**src/hw/rtl/clock_tree_frequency_calculator_defines.svh**
```systemverilog
`ifndef CLOCK_TREE_FREQUENCY_CALCULATOR_DEFINES_SVH
`define CLOCK_TREE_FREQUENCY_CALCULATOR_DEFINES_SVH

// check a property on every rising clock edge outside reset
`define CTFC_ASSERT(label, prop, msg) \
  label: assert property (@(posedge clk_i) disable iff (!rst_ni) (prop)) else $error(msg);

// check that a condition leads to a consequence in the next cycle
`define CTFC_ASSERT_NEXT(label, ante, cons, msg) \
  label: assert property (@(posedge clk_i) disable iff (!rst_ni) (ante) |=> (cons)) \
    else $error(msg);

`endif

```
**src/hw/rtl/ctfc_pkg.sv**
```systemverilog
package ctfc_pkg;

  localparam int unsigned OscWidth      = 25;
  localparam int unsigned FreqWidth     = 33;
  localparam int unsigned DividendWidth = 34;
  localparam int unsigned DivisorWidth  = 9;
  localparam int unsigned CntWidth      = $clog2(DividendWidth + 1);

  localparam logic [1:0] STATUS_OK      = 2'd0;
  localparam logic [1:0] STATUS_BAD_SRC = 2'd1;
  localparam logic [1:0] STATUS_M_ZERO  = 2'd2;

  localparam logic [1:0] SRC_INTERNAL = 2'd0;
  localparam logic [1:0] SRC_EXTERNAL = 2'd1;
  localparam logic [1:0] SRC_PLL      = 2'd2;

  localparam logic CFG_INTERNAL_OSC = 1'b0;
  localparam logic CFG_EXTERNAL_OSC = 1'b1;

  typedef enum logic [1:0] {
    ST_IDLE,
    ST_PREP,
    ST_DIV,
    ST_FINISH
  } state_e;

  typedef struct packed {
    logic                     start;
    logic [DividendWidth-1:0] dividend;
    logic [DivisorWidth-1:0]  divisor;
  } div_req_t;

  function automatic logic [3:0] ahb_shift(input logic [3:0] code);
    logic [3:0] sh;
    unique case (code)
      4'd8:    sh = 4'd1;
      4'd9:    sh = 4'd2;
      4'd10:   sh = 4'd3;
      4'd11:   sh = 4'd4;
      4'd12:   sh = 4'd6;
      4'd13:   sh = 4'd7;
      4'd14:   sh = 4'd8;
      4'd15:   sh = 4'd9;
      default: sh = 4'd0;
    endcase
    return sh;
  endfunction

  function automatic logic [2:0] apb_shift(input logic [2:0] code);
    logic [2:0] sh;
    unique case (code)
      3'd4:    sh = 3'd1;
      3'd5:    sh = 3'd2;
      3'd6:    sh = 3'd3;
      3'd7:    sh = 3'd4;
      default: sh = 3'd0;
    endcase
    return sh;
  endfunction

  function automatic logic [3:0] pll_p(input logic [1:0] code);
    logic [3:0] p;
    unique case (code)
      2'd0: p = 4'd2;
      2'd1: p = 4'd4;
      2'd2: p = 4'd6;
      2'd3: p = 4'd8;
    endcase
    return p;
  endfunction

endpackage

```
**src/hw/rtl/ctfc_divider.sv**
```systemverilog
module ctfc_divider
  import ctfc_pkg::*;
(
  input  logic                     clk_i,
  input  logic                     rst_ni,
  input  div_req_t                 req_i,
  output logic                     done_o,
  output logic [DividendWidth-1:0] quotient_o
);

  logic [DividendWidth-1:0] quo_q, quo_d;
  logic [DivisorWidth-1:0]  rem_q, rem_d;
  logic [DivisorWidth-1:0]  div_q;
  logic [CntWidth-1:0]      cnt_q, cnt_d;
  logic [DivisorWidth:0]    rem_sh;
  logic [DivisorWidth:0]    rem_sub;
  logic                     ge;

  always_comb begin
    rem_sh  = {rem_q, quo_q[DividendWidth-1]};
    rem_sub = rem_sh - {1'b0, div_q};
    ge      = rem_sh >= {1'b0, div_q};
    rem_d   = ge ? rem_sub[DivisorWidth-1:0] : rem_sh[DivisorWidth-1:0];
    quo_d   = {quo_q[DividendWidth-2:0], ge};
    cnt_d   = cnt_q - CntWidth'(1);
  end

  always_ff @(posedge clk_i or negedge rst_ni) begin
    if (!rst_ni) begin
      cnt_q <= '0;
    end else if (req_i.start) begin
      cnt_q <= CntWidth'(DividendWidth);
    end else if (cnt_q != '0) begin
      cnt_q <= cnt_d;
    end
  end

  always_ff @(posedge clk_i) begin
    if (req_i.start) begin
      quo_q <= req_i.dividend;
      rem_q <= '0;
      div_q <= req_i.divisor;
    end else if (cnt_q != '0) begin
      quo_q <= quo_d;
      rem_q <= rem_d;
    end
  end

  assign done_o     = (cnt_q == '0);
  assign quotient_o = quo_q;

endmodule

```
**src/hw/rtl/clock_tree_frequency_calculator.sv**
```systemverilog
// A PLL-source transfer runs through ST_PREP, ST_DIV and ST_FINISH; an oscillator
// source or an error goes from ST_PREP straight to ST_FINISH, which waits while a
// pending output is stalled. No new item is taken until the last is loaded out.
// The PLL path uses the 34-step radix-2 divider that forms floor(src*N/(M*P)).
// Reset (rst_ni low, asynchronous): oscillator registers to 16 MHz and 8 MHz,
// kept frequencies to zero, no result pending.
`include "clock_tree_frequency_calculator_defines.svh"

module clock_tree_frequency_calculator
  import ctfc_pkg::*;
(
  input  logic                 clk_i,
  input  logic                 rst_ni,
  input  logic                 cfg_we_i,
  input  logic                 cfg_index_i,
  input  logic [OscWidth-1:0]  cfg_data_i,
  input  logic                 in_valid_i,
  output logic                 in_stall_o,
  input  logic [1:0]           source_select_i,
  input  logic [3:0]           ahb_prescale_code_i,
  input  logic [2:0]           apb1_prescale_code_i,
  input  logic [2:0]           apb2_prescale_code_i,
  input  logic [5:0]           pll_divide_m_i,
  input  logic [8:0]           pll_multiply_n_i,
  input  logic [1:0]           pll_divide_p_code_i,
  input  logic                 pll_from_external_i,
  output logic                 out_valid_o,
  input  logic                 out_stall_i,
  output logic [1:0]           status_o,
  output logic [FreqWidth-1:0] ahb_hz_o,
  output logic [FreqWidth-1:0] apb1_hz_o,
  output logic [FreqWidth-1:0] apb2_hz_o
);

  state_e state_q, state_d;

  logic [OscWidth-1:0]  int_osc_q, ext_osc_q;
  logic [1:0]           src_q;
  logic [3:0]           ahb_code_q;
  logic [2:0]           apb1_code_q, apb2_code_q;
  logic [5:0]           m_q;
  logic [8:0]           n_q;
  logic [1:0]           p_code_q;
  logic                 pll_ext_q;
  logic [FreqWidth-1:0] sys_q, sys_d;
  logic                 load_sys;
  logic [1:0]           status_q, status_d;
  logic [1:0]           status_out_q;
  logic                 out_valid_q;
  logic [FreqWidth-1:0] last_ahb_q, last_apb1_q, last_apb2_q;
  logic [FreqWidth-1:0] ahb_new, apb1_new, apb2_new;
  logic                 in_xfer, out_load;
  logic [1:0]           prep_status;
  logic [OscWidth-1:0]  pll_in;
  logic [DividendWidth-1:0] product;
  logic [9:0]           mp_full;
  div_req_t             div_req;
  logic                 div_done;
  logic [DividendWidth-1:0] div_quo;

  assign in_stall_o = (state_q != ST_IDLE);
  assign in_xfer    = in_valid_i && !in_stall_o;

  always_ff @(posedge clk_i or negedge rst_ni) begin
    if (!rst_ni) begin
      int_osc_q <= OscWidth'(16000000);
      ext_osc_q <= OscWidth'(8000000);
    end else if (cfg_we_i) begin
      unique case (cfg_index_i)
        CFG_INTERNAL_OSC: int_osc_q <= cfg_data_i;
        CFG_EXTERNAL_OSC: ext_osc_q <= cfg_data_i;
      endcase
    end
  end

  always_comb begin
    pll_in  = pll_ext_q ? ext_osc_q : int_osc_q;
    product = {{(DividendWidth-OscWidth){1'b0}}, pll_in} *
              {{(DividendWidth-9){1'b0}}, n_q};
    mp_full = {4'b0, m_q} * {6'b0, pll_p(p_code_q)};
    priority if (src_q == SRC_PLL && m_q == '0) begin
      prep_status = STATUS_M_ZERO;
    end else if (src_q != SRC_INTERNAL && src_q != SRC_EXTERNAL && src_q != SRC_PLL) begin
      prep_status = STATUS_BAD_SRC;
    end else begin
      prep_status = STATUS_OK;
    end
  end

  ctfc_divider u_divider (
    .clk_i      (clk_i),
    .rst_ni     (rst_ni),
    .req_i      (div_req),
    .done_o     (div_done),
    .quotient_o (div_quo)
  );

  always_comb begin
    state_d          = state_q;
    div_req.start    = 1'b0;
    div_req.dividend = product;
    div_req.divisor  = mp_full[DivisorWidth-1:0];
    load_sys         = 1'b0;
    sys_d            = div_quo[FreqWidth-1:0];
    status_d         = status_q;
    out_load         = 1'b0;
    unique case (state_q)
      ST_IDLE: begin
        if (in_xfer) state_d = ST_PREP;
      end
      ST_PREP: begin
        status_d = prep_status;
        if (prep_status != STATUS_OK) begin
          state_d = ST_FINISH;
        end else if (src_q == SRC_PLL) begin
          div_req.start = 1'b1;
          state_d       = ST_DIV;
        end else begin
          load_sys = 1'b1;
          sys_d    = {{(FreqWidth-OscWidth){1'b0}},
                      (src_q == SRC_EXTERNAL) ? ext_osc_q : int_osc_q};
          state_d  = ST_FINISH;
        end
      end
      ST_DIV: begin
        if (div_done) begin
          load_sys = 1'b1;
          state_d  = ST_FINISH;
        end
      end
      ST_FINISH: begin
        if (!out_valid_q || !out_stall_i) begin
          out_load = 1'b1;
          state_d  = ST_IDLE;
        end
      end
      default: state_d = ST_IDLE;
    endcase
  end

  always_comb begin
    ahb_new  = sys_q >> ahb_shift(ahb_code_q);
    apb1_new = ahb_new >> apb_shift(apb1_code_q);
    apb2_new = ahb_new >> apb_shift(apb2_code_q);
  end

  always_ff @(posedge clk_i or negedge rst_ni) begin
    if (!rst_ni) begin
      state_q      <= ST_IDLE;
      out_valid_q  <= 1'b0;
      status_out_q <= STATUS_OK;
      last_ahb_q   <= '0;
      last_apb1_q  <= '0;
      last_apb2_q  <= '0;
    end else begin
      state_q <= state_d;
      if (out_load) begin
        out_valid_q <= 1'b1;
      end else if (!out_stall_i) begin
        out_valid_q <= 1'b0;
      end
      if (out_load) begin
        status_out_q <= status_q;
      end
      if (out_load && status_q == STATUS_OK) begin
        last_ahb_q  <= ahb_new;
        last_apb1_q <= apb1_new;
        last_apb2_q <= apb2_new;
      end
    end
  end

  always_ff @(posedge clk_i) begin
    if (in_xfer) begin
      src_q       <= source_select_i;
      ahb_code_q  <= ahb_prescale_code_i;
      apb1_code_q <= apb1_prescale_code_i;
      apb2_code_q <= apb2_prescale_code_i;
      m_q         <= pll_divide_m_i;
      n_q         <= pll_multiply_n_i;
      p_code_q    <= pll_divide_p_code_i;
      pll_ext_q   <= pll_from_external_i;
    end
    if (load_sys) sys_q <= sys_d;
    status_q <= status_d;
  end

  assign out_valid_o = out_valid_q;
  assign status_o    = status_out_q;
  assign ahb_hz_o    = last_ahb_q;
  assign apb1_hz_o   = last_apb1_q;
  assign apb2_hz_o   = last_apb2_q;

  `CTFC_ASSERT_NEXT(a_div_start_busy, div_req.start, !div_done, "divider idle after start")
  `CTFC_ASSERT_NEXT(a_err_keeps_state, out_load && status_q != STATUS_OK,
                    $stable(last_ahb_q) && $stable(last_apb1_q), "error result changed state")
  `CTFC_ASSERT_NEXT(a_pending_holds, out_valid_q && out_stall_i,
                    $stable(last_ahb_q) && $stable(status_out_q), "pending result overwritten")

endmodule

```
**config.mk**
```make
export PLATFORM = sky130hd
export DESIGN_NAME = clock_tree_frequency_calculator
export DESIGN_NICKNAME = d
export VERILOG_FILES = /design/src/hw/rtl/ctfc_pkg.sv /design/src/hw/rtl/ctfc_divider.sv /design/src/hw/rtl/clock_tree_frequency_calculator.sv
export VERILOG_INCLUDE_DIRS = /design/src /design/src/hw/rtl
export SDC_FILE = /design/constraint.sdc
export NUM_CORES = 1
export LEC_CHECK = 0
export ABC_AREA = 0
export BUFFER_PORTS_ARGS = -buffer_cell sky130_fd_sc_hd__buf_4
export CELL_PAD_IN_SITES_DETAIL_PLACEMENT = 2
export CELL_PAD_IN_SITES_GLOBAL_PLACEMENT = 2
export CORE_UTILIZATION = 44
export CTS_BUF_LIST = sky130_fd_sc_hd__clkbuf_4 sky130_fd_sc_hd__clkbuf_8
export DETAILED_ROUTE_END_ITERATION = 7
export GPL_TIMING_DRIVEN = 0
export PLACE_DENSITY = 0.86
export SETUP_SLACK_MARGIN = 0.02
export SYNTH_ARGS = -nofsm -noshare
export SYNTH_HDL_FRONTEND = slang
export SYNTH_SLANG_ARGS = --single-unit
```
**constraint.sdc**
```tcl
create_clock -name clk_i -period 8.6 [get_ports clk_i]
set_clock_uncertainty 0.05 [all_clocks]
set_input_delay 0.86 -clock clk_i [delete_from_list [all_inputs] [get_ports clk_i]]
set_output_delay 0.86 -clock clk_i [all_outputs]
set_load 0.01 [all_outputs]
```
---- Word level (Yosys, flattened, before mapping) ----
Memory sizes are Yosys's and may differ from the RTL's. A register that Yosys moved wholly into a read port is not among the register bits.
Cells that the tools add are included.
cells by class
  add/subtract/negate cells ............... 2
  bitwise gates (word level) .............. 1
  muxes and demuxes ....................... 33
  shifts and indexed selects .............. 3
  magnitude comparators ................... 1
  multipliers ............................. 2
  reductions and logical operators ........ 22
  equality and inequality tests ........... 22
operators by type and width
  operator                                                         count
  33-bit 2-to-1 mux                                                3
  34-bit 2-to-1 mux                                                2
  33-bit by 3-bit >> shifter with 33-bit output                    2
  25-bit 2-to-1 mux                                                2
  25-bit by 9-bit multiplier with 34-bit output                    1
  33-bit by 4-bit >> shifter with 33-bit output                    1
  3-bit == test, second input constant                             8
  3-bit one-hot mux with 4 select lines                            2
  4-bit one-hot mux with 4 select lines                            1
  1-bit 2-to-1 mux                                                 13
  6-bit zero test                                                  2
  6-bit 2-to-1 mux                                                 2
  2-bit == test, second input constant                             5
  10-bit by 9-bit >= comparator with 1-bit output                  1
  6-bit by 4-bit multiplier with 9-bit output                      1
  9-bit 2-to-1 mux                                                 1
  9-bit subtractor                                                 1
  2-bit 2-to-1 mux                                                 4
  2-bit != test, second input constant                             4
  2-bit one-hot mux with 4 select lines                            1
  2-bit nonzero test                                               4
  2-bit by 1-bit == test with 1-bit output, second input constant  3
  2-bit zero test                                                  3
  6-bit nonzero test                                               1
  10 further kinds                                                 18
word-level totals
  bits in registers ....................... 277
  output and inout port bits .............. 103
  word-level logic and storage cells ...... 109
  memories ................................ 1
  ROM bits ................................ 64
memories
  memory            words  bits a word  read ports  clocked after Yosys merged registers in  wr ports  line            RTL
  (name not given)  16     4            1           1                                        0         ctfc_pkg.sv:35  unique case (code)

---- Logic depth before layout (Yosys ltp) ----
  word-level depth ........................ 9
  depth in mapped cells ................... 23
  gate-level depth less buffers ........... 21

---- Hierarchy ----
A second synthesis with hierarchy kept.
unflattened totals
  cell total of the unflattened synthesis .. 2,284
  area total of the unflattened synthesis .. 22,917.0 sq um
by module, submodules not included
  module                           seq. area each (sq um)  times used  area each (sq um)  cells each
  clock_tree_frequency_calculator  5,903.2                 1           20,015.4           2,054
  ctfc_divider                     1,621.6                 1           2,901.5            230

---- Least setup slack after synthesis ----
OpenSTA, ideal clock, no wires.
  kind .................................... flip-flop to flip-flop
  start ................................... reg pll_ext_q
  end ..................................... reg u_divider.quo_q[31], in the netlist u_divider.quotient_o[31], data pin
  clock period less this slack ............ 5.850 ns
  arrival time ............................ 5.534 ns
  path buffers ............................ 2
  slack ................................... 2.750 ns
  cell stages (with the launch flop) ...... 20
  data required time ...................... 8.284 ns
  cell sequence ........................... edfxtp_1 > clkbuf_1 > buf_1 > mux2_2 > and2_1 > fa_1 > fa_1 > fa_1 > inv_1 > fa_1 > inv_1 > ha_1 > a2111o_1 > o21ai_2 > o21ai_1 > a31oi_1 > o21ai_1 > o41a_1 > xnor2_1 > o21ai_1
between the ends
  word-level cells in the longest chain between the ends .. 3
RTL lines
  what                                           line                                    RTL
  start: declaration                             clock_tree_frequency_calculator.sv:44   logic pll_ext_q;
  start signal: assignment                       clock_tree_frequency_calculator.sv:182  pll_ext_q <= pll_from_external_i;
  25-bit 2-to-1 mux                              clock_tree_frequency_calculator.sv:77   pll_in = pll_ext_q ? ext_osc_q : int_osc_q;
  25-bit by 9-bit multiplier with 34-bit output  clock_tree_frequency_calculator.sv:78   product = {{(DividendWidth-OscWidth){1'b0}}, pll_in} *
  34-bit 2-to-1 mux                              ctfc_divider.sv:39                      if (req_i.start) begin
  end signal: assignment                         ctfc_divider.sv:40                      quo_q <= req_i.dividend;
  end signal: assignment                         ctfc_divider.sv:44                      quo_q <= quo_d;
  end: declaration                               ctfc_divider.sv:11                      logic [DividendWidth-1:0] quo_q, quo_d;
Every way passes these cells.
A chain may end at the register's enable or synchronous reset.

---- Final worst setup path ----
Ends and elaborated chain as after synthesis.

==> results_dict.tcl <==
set metrics [dict create \
    outcome "complete, no violations" \
    syn_to_final_growth_pct 14.4 \
    synthDistinctLibCells 83 \
    vias 20486 \
    rsz0062_at_grt "false" \
    synthArstFlopShare_pct 57.1 \
    arrival_ns 8.54 \
    die_x_um 229 \
    numCtsBuffers 51 \
    core_um2 50400 \
    synth_cells 2352 \
    grt_overflow_total 0 \
    cp_max_fo 10 \
    synth_commonest_cells "379 x nand2_1, 220 x inv_1, 172 x o21ai_0, 167 x fa_1" \
    post_cts_buffers 0 \
    yosys.area.top_type "dfrtp_1" \
    cp-end-kind "flip-flop" \
    final-setup-viol-count 0 \
    avgSynthCellArea_um2 9.60 \
    clockBufferDepth 3 \
    ys_seq_elements 280 \
    cp_data_required_time_ns 8.98 \
    row_count 82 \
    gp_congestion 0.914 \
    path_class "flip-flop to flip-flop" \
    drtIter0Drc 1545 \
    synth_top_area_share_pct 16.2 \
    fp.dieH_um 229 \
    critical_path.startpoint "pll_ext_q$_DFFE_PP_" \
    drive_gt1_share_pct 17.4 \
    postCtsHoldBufs 0 \
    clock_sinks 280 \
    wl_mm 107 \
    dp_hpwl_mm 73.3 \
    worstRegToRegCells 20 \
    max_freq_mhz 123 \
    antenna_found_initial 1 \
    ant_nets 0 \
    tns_ns 0 \
    clk_latency_ns 0.70 \
    synthMostInstantiatedCell "nand2_1" \
    ff2ff_setup_slack_ns 0.44 \
    boundaryPins 164 \
    drc 0 \
    hold_path_class "primary input to async pin" \
    tightest_slew_ns 1.36 \
    fin_crit_sh_pct 94.9 \
    grt_util_all_layers_pct 41.3 \
    tritoncts "built" \
    routed_via_density 6.24 \
    startpoint_type "flip-flop" \
    yosysWarnings 0 \
    seq_area_frac_synth_pct 33.2 \
    fp.dieArea_um2 52200 \
    synth_edf_count 107 \
    drv_cap 0 \
    hold_viol 0 \
    slew_headroom_pct 9.25 \
    post_cts_resize_count 0 \
    reg2reg_from "pll_ext_q$_DFFE_PP_" \
    start_util_pct 44.8 \
    final_nets 2882 \
    grt_start_max_net_pins 84 \
    yosys-top-cells-area "dfrtp_1 16%, fa_1 15%, edfxtp_1 14%" \
    portBuffers 163 \
    grt_pass1_wl_mm 161 \
    synth_nets 2664 \
    drt-pass1-iter-count 5 \
    r2r-end "u_divider.quotient_o[31]$_DFFE_PP_" \
    grt_pass1_vias 23526 \
    root_buffer "clkbuf_8" \
    clk_pin_slew_ns 0.08 \
    synth_ff_type "dfrtp_1" \
    netlist_area_um2 22600 \
    period_needed_ns 8.16 \
    slew_viol_final 0 \
    wire_per_inst_um 32.6 \
    h-tree-depth 2 \
]
## sequential cells by signal, indices dropped and copies added, names as in the netlist, 6 cells and up, named ones only
name / flops
sys_q: 33
u_divider.div_q: 8
ahb_hz_o: 33
u_divider.cnt_q: 6
u_divider.rem_q: 9
n_q: 9
ext_osc_q: 25
int_osc_q: 25
m_q: 6
apb2_hz_o: 33
u_divider.quotient_o: 34
apb1_hz_o: 33
## cell families after synthesis
logic type,Yosys count,synth area share (%)
buffers and inverters,357,6.34
XOR/XNOR,37,1.43
adder cells (fa/ha/maj),251,19.5
AND/OR/NAND/NOR,752,15.0
flip-flops,280,33.2
multiplexers,221,12.5
AO/OA/AOI/OAI,454,12.1
## cell usage in the layout, fill, tap and decap left out, drive strengths merged, types with 6 or more instances in the layout
| master | netlist | final |
|---|---|---|
| dfrtp | 146 | 146 |
| edfxtp | 107 | 107 |
| xnor2 | 18 | 18 |
| a211oi | 19 | 19 |
| nand2 | 381 | 381 |
| a22oi | 9 | 9 |
| inv | 221 | 224 |
| a31oi | 11 | 11 |
| clkbuf | 84 | 163 |
| o22ai | 6 | 6 |
| ha | 84 | 84 |
| dfxtp | 13 | 13 |
| buf | 50 | 215 |
| xor2 | 19 | 19 |
| nor2 | 136 | 136 |
| mux2i | 88 | 88 |
| o211ai | 13 | 13 |
| and2 | 146 | 146 |
| dfstp | 14 | 14 |
| a21oi | 108 | 108 |
| a21o | 19 | 19 |
| o21a | 9 | 9 |
| fa | 167 | 167 |
| o221ai | 7 | 7 |
| o22a | 10 | 10 |
| o31ai | 7 | 7 |
| mux4 | 34 | 34 |
| nand3 | 16 | 16 |
| nand2b | 13 | 13 |
| mux2 | 99 | 99 |
| clkinv | 2 | 11 |
| nor2b | 7 | 7 |
| o21ai | 200 | 200 |
| and3 | 8 | 8 |
| nor3 | 23 | 23 |
## per-layer routing
metal  global-route usage [%]  routed length, µm  vias to the layer above  share of wire (%)
met2                     73.8              54800                      999                 51
met1                     45.2              39200                    10651                 37
li1                         -                  -                     8393                  -
met3                     7.32               5500                      439                5.1
met4                     26.2               7600                        4                7.1
met5                        0                 27                        -              0.025
## worst max-delay path by stage
stage                                                    end  slack, ns  cells after the start
final                     u_divider.quotient_o[31]$_DFFE_PP_       0.44                     20
after CTS                 u_divider.quotient_o[32]$_DFFE_PP_       0.73                     21
after global placement    u_divider.quotient_o[31]$_DFFE_PP_       1.38                     19
after floorplan           u_divider.quotient_o[31]$_DFFE_PP_       2.75                     19
after detailed placement  u_divider.quotient_o[32]$_DFFE_PP_       1.05                     21
after global routing      u_divider.quotient_o[31]$_DFFE_PP_       0.34                     20
## cell type report
| type | instances | area, µm² |
|---|---|---|
| diodes | 1 | 2.50 |
| plain buffers | 134 | 596 |
| clock buffers | 79 | 1000 |
| clock inverters | 14 | 105 |
| fillers | 5224 | 24500 |
| inverters | 223 | 837 |
| multi-input cells | 1715 | 13700 |
| flip-flops and latches | 280 | 7490 |
| well taps | 672 | 841 |
| repair buffers | 165 | 1270 |
## worst max-delay path: stages (launching register included)
cell and delay (ns):
edfxtp_1 0.39, clkbuf_1 0.58, buf_1 0.93, mux2_2 0.54
and2_1 0.22, fa_1 0.59, fa_1 0.45, fa_1 0.55
inv_1 0.09, fa_1 0.50, inv_1 0.05, ha_1 0.41
a21oi_1 0.31, o21ai_0 0.24, a31oi_1 0.35, o21ai_1 0.23
a31oi_1 0.50, o21ai_1 0.24, o41a_1 0.38, xnor2_1 0.19
o21ai_1 0.09
## stage by stage
stage	hold WS (ns)	std cells	instance area [µm²]	util (%)	setup slack [ns]
final	0.130	3283	25800	51.3	0.441
after global routing	0.191	3282	25800	51.3	0.337
after CTS	0.172	3282	25800	51.3	0.735
after detailed placement	0.424	3189	24700	49.1	1.05
after global placement	0.409	3187	24700	48.9	1.38
after floorplan	0.395	2352	22600	-	2.75
Power is not shown: default switching activity piles up to over one toggle a cycle in this logic, so the estimate is an artifact.
